===== src/hdl/gddp_ram.sv =====
// Generic single-port synchronous RAM with registered read.
`timescale 1ns / 1ps

module gddp_ram #(
    parameter int WIDTH = 8,
    parameter int DEPTH = 256
) (
    input  logic                     i_clk,
    input  logic                     i_en,
    input  logic                     i_we,
    input  logic [$clog2(DEPTH)-1:0] i_addr,
    input  logic [WIDTH-1:0]         i_wdata,
    output logic [WIDTH-1:0]         o_rdata
);

    logic [WIDTH-1:0] r_mem [DEPTH];
    logic [WIDTH-1:0] r_rdata;

    always_ff @(posedge i_clk) begin
        if (i_en) begin
            if (i_we) begin
                r_mem[i_addr] <= i_wdata;
            end else begin
                r_rdata <= r_mem[i_addr];
            end
        end
    end

    assign o_rdata = r_rdata;

endmodule


===== config.mk =====
export PLATFORM = sky130hd
export DESIGN_NAME = gddp_ram
export DESIGN_NICKNAME = d
export VERILOG_FILES = /design/src/hdl/gddp_ram.sv
export SDC_FILE = /design/constraint.sdc
export NUM_CORES = 2
export LEC_CHECK = 0
export BUFFER_PORTS_ARGS = -buffer_cell sky130_fd_sc_hd__buf_2
export CORE_ASPECT_RATIO = 1.25
export CORE_UTILIZATION = 55
export CTS_CLUSTER_SIZE = 16
export DETAILED_ROUTE_END_ITERATION = 16
export HOLD_SLACK_MARGIN = 0.05
export MAX_ROUTING_LAYER = met4
export PLACE_DENSITY = 0.76
export SLEW_MARGIN = 20
export SYNTH_ARGS = -nofsm -noshare
export SYNTH_HDL_FRONTEND = slang
export SYNTH_SLANG_ARGS = --single-unit

===== constraint.sdc =====
create_clock -name i_clk -period 2.9 [get_ports i_clk]
set_input_delay 0.145 -clock i_clk [delete_from_list [all_inputs] [get_ports i_clk]]
set_output_delay 0.145 -clock i_clk [all_outputs]
set_load 0.05 [all_outputs]

Word-level counts from Yosys, hierarchy flattened
Memory sizes are Yosys's and may differ from the RTL's. A register that Yosys moved wholly into a read port is not among the register bits.
Cells that the tools add are included.
Widths: inputs -> output; s select.
{"block": "op_classes", "mux": 3, "n_reduce_logical": 1, "bitwise_logic": 1}
{"op": "$mux 1", "n": 3}
{"op": "$reduce_and 2->1", "n": 1}
{"op": "$not 1->1", "n": 1}
{"block": "totals", "ram_bits": 2048, "in_bits": 19, "memories": 1, "out_inout_bits": 8, "ff_bits": 0, "elab_cells": 6}
{"memory": "r_mem", "depth": 256, "width": 8, "read_ports": 1, "rd_clocked_by_memory_dff": 1, "wr": 1, "line_no": "16", "text": "logic [WIDTH-1:0] r_mem [DEPTH];"}

Longest topological paths before layout
{"block": "depth", "ltp_word": 3, "mapped_depth": 9, "mapped_depth_nobuf": 5}

Least setup slack after synthesis
OpenSTA, ideal clock, no wires.
{"block": "synth_timing", "path_kind": "input -> register", "from": "input port i_addr[0]", "to": "memory r_mem[117][0] (enable)", "setup_ps": 370, "arrival_ps": 2070, "cell_stages": 8, "slack_ps": 460, "required_ps": 2530, "path_buffers": 5, "cell_sequence": "buf_2 > buf_6 > buf_2 > buf_2 > nor3b_1 > nand2_1 > clkbuf_1 > nor2_1"}
{"element": "start, declared", "line_no": "11", "text": "input logic [$clog2(DEPTH)-1:0] i_addr,"}
{"element": "end, declared", "line_no": "16"}
Straight into the memory's write port.

==> impl_results.md <==
* PD cells at 656 nW/um2
* Fin. max-slew vios at 0
* Pin count of the biggest net entering global routing at 109
* CTS H-tree lvls at 4
* Synth Flop Type: edfxtp_1
* Initial antenna violation count at 5
* First-pass GRT wire length at 277000 um
* Core Box Area at 141000 um2
* Most frequent cell after synthesis: edfxtp_1
* Failing checks: negative setup slack
* Remaining antenna violation count at 0
* LEAKAGE at 28.6 nW
* Clock Pin Slew Worst Setup and Hold Paths at 60 ps
* Setup crit end: o_rdata[3]
* Initial Utilization at 0.555
* Worst R2R Setup Slack at -70 ps
* FF+latch count, synth at 2056
* Synth area leader: edfxtp_1
* Unrepaired setup endpoints after global routing: no
* Hpwl dp at 115000 um
* Critical path type: reg2reg
* R2r endpoint: o_rdata[3]
* GPL Wtd Cong at 0.879
* Drt pass-1 iters at 6
* Root buffer cell: clkbuf_16
* Port Buf Inserts at 26
* Peak VDD IR at 0.624 mV
* Vias at 39800
* Period minus WS final at 2970 ps
* Pre-CTS setup slack at -454 ps
* Worst Path Max Fanout at 1
* Io pins at 27
* Post-synth EDFFs at 2056
* Vias in the first global route at 40600
* Row count at 154
* Util after Layout at 0.643
* Width of the die at 340 um
* CTS buffer count at 179
* Avg Inst Size Synth at 22.2 um2
* Worst-Margin Slew at 992 ps
* Fmax at 0.337 GHz
* Worst R2R Start: r_mem[127][3]
* Drc violations at 0
* Post-CTS setup buffers at 0
* Pwr Total at 59.5 mW
* Status: finished, violations left
* Total gr overflow at 0
* Vias per cell at 6.56
* Clock Skew at 21.0 ps
* Area share of the largest cell type after synthesis at 0.788
* Hold_ws at 117 ps
* Final setup viols at 1
* DR iter-0 viols at 5272
* Required time worst endpoint at 3410 ps
* Fin nets at 4060
* Yosys warns at 0
* Syn Inst Count at 3526
* Final instance count without filler cells at 6071
* Final WL at 190000 um
* Ys async rst share at 0
* Synth-to-layout area growth at 15.8%
* Sequential share of the synthesized area at 0.788
* CTS tree: yes
* Die Ht at 424 um
* WP data arrival at 3480 ps
* Syn nets at 3545
* Largest cells by area after synthesis: edfxtp_1 (79%), mux4_2 (15%), a22oi_1 (2.5%)
* Clock Sinks at 2056
* Number of max-cap violations at 0
* Gr usage total at 0.276
* Fraction of layout instances using a drive strength above 1 at 0.322
* Worst setup SP type: flip-flop
* Placed cells at 5722
* Rel. slew slack at 0.338
* Final WS setup at -65.6 ps
* Netlist cell types at 21
* Worst-case reg-to-reg path depth at 5
* Max clock buf depth at 3
* Syn Std Cell Area at 78400 um2
* Final worst path period share at 1.02
* Crit end category: flip-flop
* Worst skew pair latency at 820 ps
* Die area at 144000 um2
* Hold Path Class: in2reg
* Final hold vios at 0
* Crit path from: r_mem[127][3]
* Drt wl/cell at 31.3 um
* Post-synth top cells: edfxtp_1 (2056), mux4_2 (512), nor2_1 (259), a22oi_1 (256), clkbuf_1 (143)
per-stage QoR:
step / area [um2] / TNS [ps]
floorplan: 78400 / 0
global placement: 84800 / -2300
detailed placement: 84800 / -2580
CTS: 90700 / 0
global route: 90700 / 0
finish: 90800 / -65.6
logic make-up after synthesis:
group,synth area share
flops,0.788
mux,0.147
simple gates,0.0161
compound gates,0.0363
buf+inv,0.0128
worst max-delay path, stage by stage (launching register included):
cell and delay (ps):
edfxtp_1 380, mux4_2 480, a22oi_1 460, a21oi_1 210, o41ai_1 900, nand4_1 240
worst min path at each step:
stage,depth (start not counted),slack (ps),endpoint,start
floorplan,0,240,r_mem[0][0],i_wdata[0]
finish,4,120,r_mem[48][6],i_addr[4]
detailed placement,2,760,o_rdata[2],i_we
global route,4,120,r_mem[48][6],i_addr[4]
global placement,1,740,o_rdata[7],o_rdata[7]
CTS,4,50,r_mem[48][6],i_addr[4]
per-layer routing:
metal,vias to the layer above,global-route usage,share of wire
met4,0,0.123,0.049
met2,2495,0.445,0.51
met3,477,0.0520,0.096
met5,-,-,0
li1,16000,-,-
met1,20900,0.343,0.35
flip-flops by register name (all words and copies together) (netlist names):
register	count
o_rdata	8
r_mem	2048
area by class of cell:
class / count / area [um2]
clock buffers: 213 / 4730
well taps: 1872 / 2340
multi-input cells: 1245 / 15700
fillers: 8708 / 50500
flip-flops and latches: 2056 / 61700
diodes: 7 / 17.5
clock inverters: 119 / 1130
repair buffers: 559 / 5080
report_power, final:
| group | switching (mW) | internal (mW) |
|---|---|---|
| Clock | 10.5 | 13.4 |
| Combinational | 1.77 | 1.12 |
| Sequential | 0.0185 | 32.7 |
| Total | 12.3 | 47.2 |
placed cells by master, fill, tap and decap left out, types with 28 or more instances in the layout:
cell	netlist	routed
clkinv_1	0	39
o41ai_1	32	31
mux4_2	512	512
clkbuf_16	0	185
buf_12	0	67
a22oi_1	256	256
a21oi_1	128	128
clkinv_2	0	40
nor2_1	259	258
edfxtp_1	2056	2056
buf_4	11	456
clkbuf_1	143	28
repair_timing:
| action | in CTS | in global routing |
|---|---|---|
| endpoints found under the setup margin | 0 | 1 |
| hold endpoints to repair | 458 | 4 |
| hold buffers | 9 | 1 |
| gates resized for setup | 0 | 1 |
(Power assumes the default switching activity.)
