**src/hdl/gddp_pkg.sv**
```systemverilog
// Shared types and constants for the padded disk dilation unit.
`timescale 1ns / 1ps

package gddp_pkg;

    localparam logic CMD_WRITE = 1'b0;
    localparam logic CMD_QUERY = 1'b1;

    localparam logic CFG_IMAGE_WIDTH  = 1'b0;
    localparam logic CFG_IMAGE_HEIGHT = 1'b1;

    localparam int  CFG_DATA_W = 9;
    localparam int  COORD_W    = 9;
    localparam int  PIXEL_W    = 8;
    localparam int  IDX_W      = 13;

    localparam logic [PIXEL_W-1:0] FULL_COVER = 8'd255;
    localparam logic [PIXEL_W-1:0] PART_COVER = 8'd1;
    localparam logic [PIXEL_W-1:0] NO_COVER   = 8'd0;

    typedef enum logic [2:0] {
        S_IDLE,
        S_EXEC,
        S_SCAN,
        S_DRAIN,
        S_DONE
    } t_state;

    typedef struct packed {
        logic [PIXEL_W-1:0] value;
        logic               in_range;
    } t_result;

endpackage

```
**src/hdl/gddp_ctrl.sv**
```systemverilog
// Command sequencer: pixel writes and disk window scans over the image RAM.
`timescale 1ns / 1ps

module gddp_ctrl #(
    parameter int RADIUS     = 5,
    parameter int CW         = 8,
    parameter int RH         = 8
) (
    input  logic                            i_clk,
    input  logic                            i_rst_n,
    input  logic                            i_valid,
    output logic                            o_stall,
    input  logic                            i_cmd,
    input  logic [gddp_pkg::COORD_W-1:0]    i_col,
    input  logic [gddp_pkg::COORD_W-1:0]    i_row,
    input  logic [gddp_pkg::PIXEL_W-1:0]    i_pixel,
    input  logic [gddp_pkg::CFG_DATA_W-1:0] i_width,
    input  logic [gddp_pkg::CFG_DATA_W-1:0] i_height,
    input  logic                            i_out_free,
    output logic                            o_done,
    output gddp_pkg::t_result               o_result,
    output logic                            o_mem_en,
    output logic                            o_mem_we,
    output logic [CW+RH-1:0]                o_mem_addr,
    output logic [gddp_pkg::PIXEL_W-1:0]    o_mem_wdata,
    input  logic [gddp_pkg::PIXEL_W-1:0]    i_mem_rdata
);

    localparam logic signed [3:0] RD     = 4'(RADIUS);
    localparam logic signed [3:0] RD_NEG = -4'(RADIUS);
    localparam logic signed [7:0] RR     = 8'(RADIUS * RADIUS);
    localparam logic [9:0]        PAD2   = 10'(2 * RADIUS);

    gddp_pkg::t_state r_state, n_state;

    logic                         r_cmd;
    logic [gddp_pkg::COORD_W-1:0] r_col, r_row;
    logic [gddp_pkg::PIXEL_W-1:0] r_pixel;
    logic signed [3:0]            r_dx, r_dy, n_dx, n_dy;
    logic                         r_tag_vld, r_tag_ctr;
    logic                         r_any, r_full, r_in_range;

    logic                         accept;
    logic                         wr_ok, q_ok;
    logic signed [10:0]           x, y, sx, sy;
    logic                         sx_in, sy_in;
    logic signed [7:0]            sq_x, sq_y, dsq;
    logic                         pos_ok, center, scan_last;
    logic [gddp_pkg::IDX_W-1:0]   wr_col_x, wr_row_x, sc_col_x, sc_row_x;

    function automatic logic [gddp_pkg::IDX_W-1:0] IDX_W_EXT(
        input logic [gddp_pkg::COORD_W-1:0] v
    );
        return gddp_pkg::IDX_W'(v);
    endfunction

    assign accept = i_valid && (r_state == gddp_pkg::S_IDLE);

    assign wr_ok = (r_col < i_width) && (r_row < i_height);
    assign q_ok  = ({1'b0, r_col} < ({1'b0, i_width} + PAD2)) &&
                   ({1'b0, r_row} < ({1'b0, i_height} + PAD2));

    // Padded coordinate back to source frame, then offset by the window position.
    assign x  = $signed({2'b00, r_col}) - $signed(11'(RADIUS));
    assign y  = $signed({2'b00, r_row}) - $signed(11'(RADIUS));
    assign sx = x + $signed({{7{r_dx[3]}}, r_dx});
    assign sy = y + $signed({{7{r_dy[3]}}, r_dy});

    assign sx_in = !sx[10] && (sx[9:0] < {1'b0, i_width});
    assign sy_in = !sy[10] && (sy[9:0] < {1'b0, i_height});

    assign sq_x = $signed({{4{r_dx[3]}}, r_dx}) * $signed({{4{r_dx[3]}}, r_dx});
    assign sq_y = $signed({{4{r_dy[3]}}, r_dy}) * $signed({{4{r_dy[3]}}, r_dy});
    assign dsq  = sq_x + sq_y;

    assign pos_ok    = sx_in && sy_in && (dsq <= RR);
    assign center    = (r_dx == 4'sd0) && (r_dy == 4'sd0);
    assign scan_last = (r_dx == RD) && (r_dy == RD);

    assign wr_col_x = IDX_W_EXT(r_col);
    assign wr_row_x = IDX_W_EXT(r_row);
    assign sc_col_x = gddp_pkg::IDX_W'(sx[9:0]);
    assign sc_row_x = gddp_pkg::IDX_W'(sy[9:0]);

    // Next state
    always_comb begin
        n_state = r_state;
        unique case (r_state)
            gddp_pkg::S_IDLE: begin
                if (i_valid) n_state = gddp_pkg::S_EXEC;
            end
            gddp_pkg::S_EXEC: begin
                if (r_cmd == gddp_pkg::CMD_QUERY && q_ok) n_state = gddp_pkg::S_SCAN;
                else n_state = gddp_pkg::S_DONE;
            end
            gddp_pkg::S_SCAN: begin
                if (scan_last) n_state = gddp_pkg::S_DRAIN;
            end
            gddp_pkg::S_DRAIN: begin
                n_state = gddp_pkg::S_DONE;
            end
            gddp_pkg::S_DONE: begin
                if (i_out_free) n_state = gddp_pkg::S_IDLE;
            end
            default: n_state = gddp_pkg::S_IDLE;
        endcase
    end

    // Outputs and window counters
    always_comb begin
        o_mem_en    = 1'b0;
        o_mem_we    = 1'b0;
        o_mem_addr  = {wr_row_x[RH-1:0], wr_col_x[CW-1:0]};
        o_mem_wdata = r_pixel;
        n_dx        = r_dx;
        n_dy        = r_dy;
        unique case (r_state)
            gddp_pkg::S_EXEC: begin
                o_mem_en = (r_cmd == gddp_pkg::CMD_WRITE) && wr_ok;
                o_mem_we = (r_cmd == gddp_pkg::CMD_WRITE) && wr_ok;
                n_dx     = RD_NEG;
                n_dy     = RD_NEG;
            end
            gddp_pkg::S_SCAN: begin
                o_mem_en   = pos_ok;
                o_mem_addr = {sc_row_x[RH-1:0], sc_col_x[CW-1:0]};
                if (r_dx == RD) begin
                    n_dx = RD_NEG;
                    n_dy = r_dy + 4'sd1;
                end else begin
                    n_dx = r_dx + 4'sd1;
                end
            end
            default: begin
            end
        endcase
    end

    always_ff @(posedge i_clk) begin
        if (!i_rst_n) begin
            r_state   <= gddp_pkg::S_IDLE;
            r_tag_vld <= 1'b0;
            r_tag_ctr <= 1'b0;
        end else begin
            r_state   <= n_state;
            r_tag_vld <= (r_state == gddp_pkg::S_SCAN) && pos_ok;
            r_tag_ctr <= (r_state == gddp_pkg::S_SCAN) && pos_ok && center;
        end
    end

    always_ff @(posedge i_clk) begin
        r_dx <= n_dx;
        r_dy <= n_dy;
        if (accept) begin
            r_cmd   <= i_cmd;
            r_col   <= i_col;
            r_row   <= i_row;
            r_pixel <= i_pixel;
        end
        if (r_state == gddp_pkg::S_EXEC) begin
            r_in_range <= (r_cmd == gddp_pkg::CMD_WRITE) ? wr_ok : q_ok;
            r_any      <= 1'b0;
            r_full     <= 1'b0;
        end else begin
            // fold in the registered pixel read for the tagged window position
            if (r_tag_vld && i_mem_rdata != gddp_pkg::NO_COVER) r_any <= 1'b1;
            if (r_tag_ctr && i_mem_rdata == gddp_pkg::FULL_COVER) r_full <= 1'b1;
        end
    end

    assign o_stall = (r_state != gddp_pkg::S_IDLE);
    assign o_done  = (r_state == gddp_pkg::S_DONE);

    always_comb begin
        o_result.in_range = r_in_range;
        o_result.value    = gddp_pkg::NO_COVER;
        if (r_cmd == gddp_pkg::CMD_QUERY && r_in_range) begin
            if (r_full) o_result.value = gddp_pkg::FULL_COVER;
            else if (r_any) o_result.value = gddp_pkg::PART_COVER;
        end
    end

    a_no_write_in_scan: assert property (@(posedge i_clk) disable iff (!i_rst_n)
        (r_state == gddp_pkg::S_SCAN) |-> !o_mem_we)
        else $error("memory write during window scan");

    a_write_gives_zero: assert property (@(posedge i_clk) disable iff (!i_rst_n)
        (o_done && r_cmd == gddp_pkg::CMD_WRITE) |-> (o_result.value == gddp_pkg::NO_COVER))
        else $error("write returned nonzero value");

    a_scan_ends_drain: assert property (@(posedge i_clk) disable iff (!i_rst_n)
        (r_state == gddp_pkg::S_SCAN && scan_last) |=> (r_state == gddp_pkg::S_DRAIN))
        else $error("scan did not end in drain");

endmodule

```
**config.mk**
```make
export PLATFORM = sky130hd
export DESIGN_NAME = gddp_ctrl
export DESIGN_NICKNAME = d
export VERILOG_FILES = /design/src/hdl/gddp_pkg.sv /design/src/hdl/gddp_ctrl.sv
export SDC_FILE = /design/constraint.sdc
export NUM_CORES = 1
export LEC_CHECK = 0
export BUFFER_PORTS_ARGS = -buffer_cell sky130_fd_sc_hd__buf_2
export CAP_MARGIN = 10
export CORE_MARGIN = 2
export CORE_UTILIZATION = 61
export CTS_CLUSTER_SIZE = 20
export DETAILED_ROUTE_END_ITERATION = 8
export PLACE_DENSITY = 0.83
export SLEW_MARGIN = 20
export SYNTH_ARGS = -nofsm -noshare
export SYNTH_HDL_FRONTEND = slang
export SYNTH_SLANG_ARGS = --single-unit
```
**constraint.sdc**
```tcl
create_clock -name i_clk -period 17.7 [get_ports i_clk]
set_clock_uncertainty 0.05 [all_clocks]
set_input_delay 3.54 -clock i_clk [delete_from_list [all_inputs] [get_ports i_clk]]
set_output_delay 3.54 -clock i_clk [all_outputs]
set_load 0.01 [all_outputs]
```
**Word-level counts from Yosys, hierarchy flattened**

Cells that the tools add are included.

- Register bits after elaboration: 43
- Input bits: 57
- Output and inout bits: 37

- $add $sub $neg: 9
- $mul: 2
- Magnitude comparators: 7
- Equal/unequal tests: 11
- Multiplexer cells: 16
- Bitwise gates (word level): 1
- Reduce and logical (&&, ||, !) cells: 26

Operator list:

| kind | count |
|---|---|
| 10-bit by 4-bit adder with 11-bit output | 2 |
| 9-bit by 4-bit adder with 10-bit output, second input constant | 2 |
| 10-bit by 9-bit less-than comparator with 1-bit output | 2 |
| 9-bit by 10-bit less-than comparator with 1-bit output | 2 |
| 9-bit by 3-bit subtractor with 10-bit output, second input constant | 2 |
| 9-bit less-than comparator | 2 |
| 1-bit logical AND | 16 |
| 4-bit by 4-bit multiplier with 8-bit output | 2 |
| 16-bit 2-to-1 mux | 1 |
| 8-bit 2-to-1 mux | 2 |
| 4-bit case mux with 2 select lines | 2 |
| 3-bit case mux with 5 select lines | 1 |
| 3-bit 2-to-1 mux | 4 |
| 4-bit by 2-bit adder with 4-bit output, second input constant | 2 |
| 8-bit adder | 1 |
| 4-bit equality test, second input constant | 2 |
| 8-bit equality test, second input constant | 1 |
| 8-bit by 6-bit <= comparator with 1-bit output, second input constant | 1 |
| 4-bit zero test | 2 |
| 4-bit 2-to-1 mux | 2 |
| 2-bit != test, second input constant | 4 |
| 8-bit nonzero test | 1 |
| 3-bit by 2-bit equality test with 1-bit output, second input constant | 2 |
| 3-bit by 1-bit equality test with 1-bit output, second input constant | 1 |
| 10 further kinds | 13 |

**Depth between registers and ports, before layout**

Gate-level depths: netlist of run 1.

- Depth in word-level cells: 8
- Depth in mapped cells: 19
- Mapped depth without buffers: 19

**Worst setup path after synthesis of run 1**

OpenSTA, ideal clock, no wires.

- Path kind: input to output
- Start point: input i_width[7] (netlist name)
- End point: output o_mem_en
- Data arrival time: 5.045 ns
- Data required time: 14.110 ns
- Path slack: 9.065 ns
- Cell stages on the path: 9
- Cell sequence: inv_1 ha_1 a21oi_1 nor2b_1 a211oi_1 o2111ai_1 nor3_1 o2111ai_1 o21ai_0

- Cells in the longest elaborated chain, start to end: 5
- Elaborated cells on any way between the ends: 8
- Those cells by class: order compare (2); mux (1); reduce/logical (5)

RTL lines:

| item | line | source |
|---|---|---|
| start, declared | gddp_ctrl.sv:17 | `input logic [gddp_pkg::CFG_DATA_W-1:0] i_width,` |
| 10-bit by 9-bit less-than comparator with 1-bit output | gddp_ctrl.sv:69 | `assign sx_in = !sx[10] && (sx[9:0] < {1'b0, i_width});` |
| 1-bit logical AND | gddp_ctrl.sv:69 |  |
| 1-bit logical AND (2 in a row) | gddp_ctrl.sv:76 | `assign pos_ok = sx_in && sy_in && (dsq <= RR);` |
| 1-bit case mux with 2 select lines (*) | gddp_ctrl.sv:117 | `unique case (r_state)` |
| end, declared | gddp_ctrl.sv:22 | `output logic o_mem_en,` |

Mark *: on every way between the ends. The rest lies on a longest branch, timed or not.

**Worst setup path in the final report of run 1**

- Start point: register r_dy[3]
- End point: output o_mem_en

- Cells in the longest elaborated chain, start to end: 6
- Elaborated cells on any way between the ends: 10
- Those cells by class: add/sub (2); mul (1); order compare (2); mux (1); reduce/logical (4)

RTL lines:

| item | line | source |
|---|---|---|
| start, declared | gddp_ctrl.sv:39 | `logic signed [3:0] r_dx, r_dy, n_dx, n_dy;` |
| start signal, assigned | gddp_ctrl.sv:153 | `r_dy <= n_dy;` |
| branches (longest 4 deep; another with 4-bit by 4-bit multiplier with 8-bit output) | n/a |  |
| 1-bit logical AND (*) | gddp_ctrl.sv:76 |  |
| 1-bit case mux with 2 select lines (*) | gddp_ctrl.sv:117 |  |

Mark *: on every way between the ends.

==> run summary, run 1 <==
status - finished, final reports clean
top_reg_cell synth - edfxtp_1
crit path buf inv count - 5
Seq cells post-synth - 43
cell area after synthesis - 5509 sq um
first-pass iteration count of the detailed router - 5
Area contributors post-synth - ha_1 23%, edfxtp_1 20%, fa_1 8.4%, inv_1 5.6%, xnor2_1 5.6%
Synth cell types - 61
critical path arrival - 5710 ps
post-synthesis sequential area ratio - 22.17%
CTS tree - built
startpoint types - flip-flop
Worst Setup End Kind - primary output
# IOs - 94
period utilisation layout - 52.55%
fmax - 107.5 MHz
WHS - 422.9 ps
Port-buffer cells - 93
Placed Instances - 808
slowest stage delay, CP - 810 ps
Via density - 5.817
Cell Rows - 34
fin cells - 816
gpl congestion - 0.9310
Synth top area share - 23.39%
max_cap viols - 0
core box area - 8721 sq um
first-pass GRT wire length - 21.03 mm
top cells by count, synth - 103 x ha_1, 82 x inv_1, 69 x nand2_1
Area Growth Syn to Fin - 11.38%
design area - 6136 sq um
clk buf depth - 2
placed cell areas - 6051 sq um
syn_area_per_cell - 8.914 sq um
peak supply drop - 0.05653 mV
synth warn - 0
Reg clk slew, reported paths - 90 ps
Cells after Synth - 618
CTS Hold Bufs - 0
worst path required time - 14110 ps
CTS sink count - 43
H-tree depth - 2
worst-margin pin slew - 887.2 ps
DR iter-0 viols - 262
Power, Total - 0.5420 mW
Post-CTS Setup Repair Bufs - 0
filler cell count - 690
Num CTS Buffers - 5
initial antenna violation count - 0
Routed Antenna Nets - 0
# setup viols final - 0
CP Class - flip-flop to primary output
largest net degree at the start of global routing - 28
Cell Chain, Critical Path - ha_1, inv_1, fa_1, inv_1, fa_1, fa_1, inv_1, fa_1, inv_1, ha_1, nand2_1, a21oi_1, mux2i_1, o22ai_1, o211ai_1, a22o_1, o21ai_0, buf_2
HP Class - flip-flop to flip-flop
share of cells above drive strength 1 - 16.24%
later-pin clock latency in the skew report - 300 ps
setup TNS - 0 ps
GR Util All Layers - 26.07%
post-synth top area cell - ha_1
Root Buffer - clkbuf_8
Via Count - 4747
ANT cells - 0
async set or reset register ratio after synthesis - 0%
endpoints failing hold - 0
RSZ-0062 raised after global routing - false
drt drc - 0
total die area - 9807 sq um
P_leak - 3.002 nW
vias in the first global route - 4773
Largest delay share family, worst path - adder cells
routed len/inst - 15.10 um
initial core utilization - 63.17%
Layout Nets - 890
crit-path max FO - 19
Routed WL - 12.32 mm
CTS-repair resized insts - 0
most common cell in the synthesized netlist - ha_1
Syn Nets - 801
grt ovf - 0
max-slew violations - 0
Period minus WS final - 9301 ps
number of synthesized flops with an enable pin - 36
Rel. slew slack - 40.85%
master of the slowest instance on the critical path - edfxtp_1
DP HPWL - 10.35 mm
die width - 99.03 um
Die Y - 99.03 um
cell area power density - 88.33 nW/um^2
## stage by stage
| step | setup slack [ps] | utilization [%] |
|---|---|---|
| floorplan | 9065 | - |
| global placement | 8728 | 69.38 |
| detailed placement | 8648 | 69.38 |
| CTS | 8445 | 70.36 |
| global route | 7983 | 70.36 |
| finish | 8399 | 70.36 |
## tightest hold or removal path: stages (launching register included)
cell and delay [ps]:
dfxtp_1 320, a21oi_1 60, nor2_1 70
## layer usage
layer  track usage [%]  part of all wire [%]
met1             34.45                    43
met2             44.91                    49
met3             3.546                   6.1
met4             7.165                   1.5
met5                 0                     0
## worst paths after layout
check,start,end,slack (ps),cells after the start
hold reg to reg,r_tag_vld,r_any,420,2
setup reg to reg,r_dy[3],r_tag_ctr,12290,17
hold / removal,r_tag_vld,r_any,420,2
setup / recovery,r_dy[3],o_mem_en,8400,18
## report_power, final
group          switching, mW  leakage (nW)  total (mW)  internal [mW]
Sequential           0.00943         0.384       0.129          0.119
Clock                 0.0359        0.0412      0.0635         0.0276
Combinational          0.193          2.58       0.350          0.157
## cells by family after synthesis
kind of cell	Yosys count	synth area share, %
buffers and inverters	95	6.973
adder cells (fa/ha/maj)	126	31.75
XOR/XNOR	52	8.267
AO/OA/AOI/OAI	114	13.92
AND/OR/NAND/NOR	186	16.56
multiplexers	2	0.3634
flip-flops	43	22.17
## state kept, by name, summed over array words and instances (netlist names)
signal / cells
r_any: 1
r_dx: 4
r_dy: 4
r_in_range: 1
r_full: 1
r_tag_vld: 1
o_mem_wdata: 8
r_row: 9
r_cmd: 1
r_tag_ctr: 1
r_state: 3
r_col: 9
## cells in the final DEF, fill, tap and decap left out, types with 7 or more instances in the layout
cell type	count
xnor2_1	35
buf_2	93
nand2_1	69
o2111ai_1	7
nor2b_1	10
fa_1	23
nand2b_1	7
edfxtp_1	36
a21o_1	10
inv_1	82
nor3_1	15
nor2_1	32
xor2_1	17
nor4_1	8
o21ai_0	22
nand3_1	11
ha_1	103
dfxtp_1	7
a21oi_1	33
## cell type report
| cell class | count | area [sq um] | area share, % |
|---|---|---|---|
| multi-input cells | 480 | 3906 | 63.66 |
| well taps | 108 | 135.1 | 2.202 |
| inverters | 82 | 307.8 | 5.016 |
| clock inverters | 2 | 12.51 | 0.2039 |
| flip-flops and latches | 43 | 1221 | 19.90 |
| repair buffers | 95 | 480.5 | 7.830 |
| clock buffers | 6 | 72.57 | 1.183 |
(Power assumes the default switching activity.)
==> run 2: changes to the inputs <==
--- a/config.mk
+++ b/config.mk
@@ -8,10 +8,10 @@
 export BUFFER_PORTS_ARGS = -buffer_cell sky130_fd_sc_hd__buf_2
 export CAP_MARGIN = 10
 export CORE_MARGIN = 2
-export CORE_UTILIZATION = 61
+export CORE_UTILIZATION = 53
 export CTS_CLUSTER_SIZE = 20
 export DETAILED_ROUTE_END_ITERATION = 8
-export PLACE_DENSITY = 0.83
+export PLACE_DENSITY = 0.76
 export SLEW_MARGIN = 20
 export SYNTH_ARGS = -nofsm -noshare
 export SYNTH_HDL_FRONTEND = slang
==> constraint.sdc (replaced) <==
create_clock -name i_clk -period 8.1 [get_ports i_clk]
set_clock_uncertainty 0.05 [all_clocks]
set_input_delay 1.62 -clock i_clk [delete_from_list [all_inputs] [get_ports i_clk]]
set_output_delay 1.62 -clock i_clk [all_outputs]
set_load 0.01 [all_outputs]
==> run summary, run 2 (same netlist as run 1, synthesis figures left out) <==
status - finished, final reports clean (unchanged)
met2 routed WL - 6.251 mm (was 6.040 mm)
worst-margin pin slew - 932.3 ps (was 887.2 ps)
GR Util All Layers - 23.65% (was 26.07%)
max_cap viols - 0 (unchanged)
WL met1 - 5.646 mm (was 5.350 mm)
Cell Rows - 37 (was 34)
CTS-repair resized insts - 0 (unchanged)
Num CTS Buffers - 5 (unchanged)
max-slew violations - 0 (unchanged)
Die Y - 106.0 um (was 99.03 um)
# setup viols final - 0 (unchanged)
Routed Antenna Nets - 0 (unchanged)
Worst Setup End Kind - primary output (unchanged)
first-pass GRT wire length - 21.63 mm (was 21.03 mm)
crit-path max FO - 19 (unchanged)
first-pass iteration count of the detailed router - 4 (was 5)
most frequent cells in the layout - 103 x ha_1, 93 x buf_2, 82 x inv_1 (unchanged)
vias in the first global route - 4769 (was 4773)
drt drc - 0 (unchanged)
Period minus WS final - 7147 ps
setup ws final - 952.9 ps (was 8399 ps)
initial core utilization - 54.09% (was 63.17%)
gpl congestion - 0.8927 (was 0.9310)
later-pin clock latency in the skew report - 310 ps (was 300 ps)
CTS sink count - 43 (unchanged)
P_leak - 3.001 nW (was 3.002 nW)
Area Growth Syn to Fin - 12.15% (was 11.38%)
Routed WL - 12.69 mm (was 12.32 mm)
grt ovf - 0 (unchanged)
total die area - 11230 sq um (was 9807 sq um)
core box area - 10180 sq um (was 8721 sq um)
commonest non-fill, non-tap cell in the layout - ha_1 (unchanged)
cell area power density - 193.2 nW/um^2 (was 88.33 nW/um^2)
critical path arrival - 5480 ps (was 5710 ps)
Post-CTS Setup Repair Bufs - 0 (unchanged)
Rel. slew slack - 37.85% (was 40.85%)
DR top layer - met4 (unchanged)
Layout Nets - 890 (unchanged)
initial antenna violation count - 0 (unchanged)
CP Class - flip-flop to primary output (unchanged)
H-tree depth - 2 (unchanged)
share of cells above drive strength 1 - 16.38% (was 16.24%)
peak supply drop - 0.1251 mV (was 0.05653 mV)
Via density - 5.553 (was 5.817)
CTS tree - built (unchanged)
internal reg-to-reg setup slack - 2910 ps (was 12290 ps)
HP Class - flip-flop to flip-flop (unchanged)
routed len/inst - 15.03 um (was 15.10 um)
largest net degree at the start of global routing - 28 (unchanged)
DP HPWL - 10.42 mm (was 10.35 mm)
met3 WL - 653 um (was 750 um)
endpoints failing hold - 0 (unchanged)
Via Count - 4687 (was 4747)
period utilisation layout - 88.24%
DR iter-0 viols - 229 (was 262)
clk buf depth - 2 (unchanged)
Port-buffer cells - 93 (unchanged)
die width - 106.0 um (was 99.03 um)
fmax - 139.9 MHz
setup TNS - 0 ps (unchanged)
RSZ-0062 raised after global routing - false (unchanged)
WHS - 417.0 ps (was 422.9 ps)
startpoint types - flip-flop (unchanged)
worst path required time - 6430 ps (was 14110 ps)
pre-CTS WS - 1280 ps (was 8648 ps)
CTS Hold Bufs - 0 (unchanged)
# IOs - 94 (unchanged)
Reg clk slew, reported paths - 90 ps (about the same)
ANT cells - 0 (unchanged)
Root Buffer - clkbuf_8 (unchanged)
## run 2: cell types whose count changed in the layout (fill, tap and decap cells not counted), sizes merged
| cell | delta |
|---|---|
| clkbuf | -1 |
| clkinv | -1 |
| clkinvlp | +1 |
| inv | +1 |
## run 2: metal layers
metal | vias to the layer above | track usage (%)
li1 | 2327 | -
met1 | 2212 | 30.19
met2 | 135 | 41.98
met3 | 13 | 4.047
met4 | 0 | 5.263
met5 | - | 0
## run 2: through the flow
step	utilization, %	instances	power [mW]	area (sq um)
after global placement	59.75	836	0.9955	6086
after CTS	60.66	844	1.197	6178
after floorplan	-	618	0.8679	5509
after detailed placement	59.75	836	1.044	6086
after global routing	60.66	844	1.306	6178
final	60.66	844	1.194	6178
## run 2: cell type report
type | count | area (sq um)
Inverter | 82 | 307.8
Fill cell | 895 | 4006
Tap cell | 136 | 170.2
Clock inverter | 3 | 23.77
Multi-Input combinational cell | 480 | 3906
Sequential cell | 43 | 1221
Timing Repair Buffer | 95 | 480.5
Clock buffer | 5 | 68.82
## run 2: critical path, stage by stage, from the launching register on
cell and delay [ps]:
edfxtp_1 820, ha_1 410, inv_1 130, fa_1 520
inv_1 50, fa_1 470, fa_1 550, inv_1 60
fa_1 520, inv_1 40, ha_1 330, nand2_1 110
a21oi_1 200, mux2i_1 120, o22ai_1 150, o211ai_1 120
a22o_1 270, o21ai_0 160, buf_2 160
## run 2: path summary, 6_finish.rpt
check | start | endpoint | depth (start not counted)
max | r_dy[3] | o_mem_en | 18
min | r_tag_vld | r_any | 2
max reg2reg | r_dy[3] | r_tag_ctr | 17
min reg2reg | r_tag_vld | r_any | 2
## run 2: power by group
part	switching (mW)	internal, mW
logic	0.421	0.344
clock network	0.0852	0.0618
registers	0.0208	0.261
total	0.527	0.667
==> run 3: changes to the inputs <==
--- a/config.mk
+++ b/config.mk
@@ -8,10 +8,11 @@
 export BUFFER_PORTS_ARGS = -buffer_cell sky130_fd_sc_hd__buf_2
 export CAP_MARGIN = 10
 export CORE_MARGIN = 2
-export CORE_UTILIZATION = 53
+export CORE_UTILIZATION = 54
+export CTS_BUF_LIST = sky130_fd_sc_hd__clkbuf_8
 export CTS_CLUSTER_SIZE = 20
 export DETAILED_ROUTE_END_ITERATION = 8
-export PLACE_DENSITY = 0.76
+export PLACE_DENSITY = 0.77
 export SLEW_MARGIN = 20
 export SYNTH_ARGS = -nofsm -noshare
 export SYNTH_HDL_FRONTEND = slang
==> run summary, run 3 (same netlist as run 1, synthesis figures left out) <==
Hold Crit Start - r_tag_vld (unchanged)
max-slew violations - 0 (unchanged)
setup ws final - 911.0 ps (was 952.9 ps)
Reg clk slew, reported paths - 90 ps (about the same)
RSZ-0062 raised after global routing - false (unchanged)
GR Util met2 - 42.53% (was 41.98%)
DR iter-0 viols - 257 (was 229)
worst-margin pin slew - 958.5 ps (was 932.3 ps)
cell area power density - 191.7 nW/um^2 (was 193.2 nW/um^2)
GR Util All Layers - 23.45% (was 23.65%)
r2r startpoint - r_dy[3] (unchanged)
HP Class - flip-flop to flip-flop (unchanged)
Area Growth Syn to Fin - 12.08% (was 12.15%)
CTS-repair resized insts - 0 (unchanged)
Die Y - 105.0 um (was 106.0 um)
DP HPWL - 10.48 mm (was 10.42 mm)
peak supply drop - 0.1406 mV (was 0.1251 mV)
endpoints failing hold - 0 (unchanged)
most frequent cells in the layout - 103 x ha_1, 93 x buf_2, 82 x inv_1 (unchanged)
# IOs - 94 (unchanged)
commonest non-fill, non-tap cell in the layout - ha_1 (unchanged)
initial core utilization - 56.10% (was 54.09%)
later-pin clock latency in the skew report - 310 ps (about the same)
P_leak - 3.001 nW (unchanged)
worst path required time - 6430 ps (about the same)
gpl congestion - 0.9084 (was 0.8927)
Routed WL - 12.66 mm (was 12.69 mm)
die width - 105.0 um (was 106.0 um)
# setup viols final - 0 (unchanged)
CP Class - flip-flop to primary output (unchanged)
worst hold endpoint - r_any (unchanged)
share of cells above drive strength 1 - 16.38% (unchanged)
setup TNS - 0 ps (unchanged)
global routing met3 resource utilization - 3.306% (was 4.047%)
routed len/inst - 15.05 um (was 15.03 um)
Cell Rows - 36 (was 37)
met1 Use GR - 29.70% (was 30.19%)
critical path arrival - 5520 ps (was 5480 ps)
startpoint types - flip-flop (unchanged)
Post-CTS Setup Repair Bufs - 0 (unchanged)
period utilisation layout - 88.75% (was 88.24%)
max_cap viols - 0 (unchanged)
drt drc - 0 (unchanged)
crit-path max FO - 19 (unchanged)
Num CTS Buffers - 5 (unchanged)
grt ovf - 0 (unchanged)
Port-buffer cells - 93 (unchanged)
Period minus WS final - 7189 ps (was 7147 ps)
ANT cells - 0 (unchanged)
CTS tree - built (unchanged)
RR Endpoint - r_tag_ctr (unchanged)
initial antenna violation count - 0 (unchanged)
Hold Path Depth - 2 (unchanged)
core box area - 9819 sq um (was 10180 sq um)
internal reg-to-reg setup slack - 2850 ps (was 2910 ps)
H-tree depth - 2 (unchanged)
Via Count - 4652 (was 4687)
CTS Hold Bufs - 0 (unchanged)
pre-CTS WS - 1252 ps (was 1280 ps)
worst r2r path cells - 17 (unchanged)
Worst Setup End Kind - primary output (unchanged)
status - finished, final reports clean (unchanged)
Root Buffer - clkbuf_8 (unchanged)
Routed Antenna Nets - 0 (unchanged)
Layout Nets - 890 (unchanged)
CTS sink count - 43 (unchanged)
Rel. slew slack - 36.10% (was 37.85%)
grt peak-use layer - met2 (unchanged)
largest net degree at the start of global routing - 28 (unchanged)
fmax - 139.1 MHz (was 139.9 MHz)
first-pass iteration count of the detailed router - 5 (was 4)
clk buf depth - 2 (unchanged)
total die area - 11030 sq um (was 11230 sq um)
Via density - 5.532 (was 5.553)
vias in the first global route - 4770 (was 4769)
first-pass GRT wire length - 21.33 mm (was 21.63 mm)
## run 3: cell counts in the layout (fill, tap and decap cells not counted)
No cell type changed its count.
## run 3: layout make-up
cell class | instances | area [sq um]
Multi-Input combinational cell | 480 | 3906
Tap cell | 133 | 166.4
Clock buffer | 5 | 68.82
Sequential cell | 43 | 1221
Clock inverter | 3 | 23.77
Inverter | 82 | 307.8
Fill cell | 879 | 3645
Timing Repair Buffer | 95 | 480.5
## run 3: worst max-delay path, stage by stage, from the launching register on
cell and delay [ps]:
edfxtp_1 820, ha_1 430, inv_1 140, fa_1 520
inv_1 50, fa_1 470, fa_1 550, inv_1 60
fa_1 530, inv_1 40, ha_1 320, nand2_1 100
a21oi_1 220, mux2i_1 120, o22ai_1 160, o211ai_1 120
a22o_1 260, o21ai_0 150, buf_2 160
## run 3: worst max path at each step
stage / startpoint / end / slack, ps / depth (start not counted)
floorplan: r_dy[3] / o_mem_en / 1700 / 16
global placement: r_dy[3] / o_mem_en / 1450 / 17
detailed placement: r_dy[3] / o_mem_en / 1250 / 17
CTS: r_dy[3] / o_mem_en / 890 / 18
global route: r_dy[3] / o_mem_en / 550 / 18
finish: r_dy[3] / o_mem_en / 910 / 18
## run 3: power breakdown
part / internal [mW] / switching (mW)
clock: 0.0618 / 0.0843
sequential: 0.261 / 0.0204
combinational: 0.342 / 0.414
total: 0.665 / 0.519
## run 3: layer usage
layer / share of wire [%] / vias up
met2: 50 / 125
li1: - / 2329
met3: 5.4 / 8
met4: 0.82 / 0
met1: 44 / 2190
met5: 0 / -
## run 3: through the flow
stage	utilization [%]	instance area [sq um]	hold WS, ps	total power, mW	instances
floorplan	-	5509	380.4	0.8679	618
global placement	61.94	6082	397.3	0.9942	833
detailed placement	61.94	6082	432.4	1.038	833
CTS	62.88	6175	448.0	1.188	841
global route	62.88	6175	484.5	1.291	841
finish	62.88	6175	433.6	1.184	841
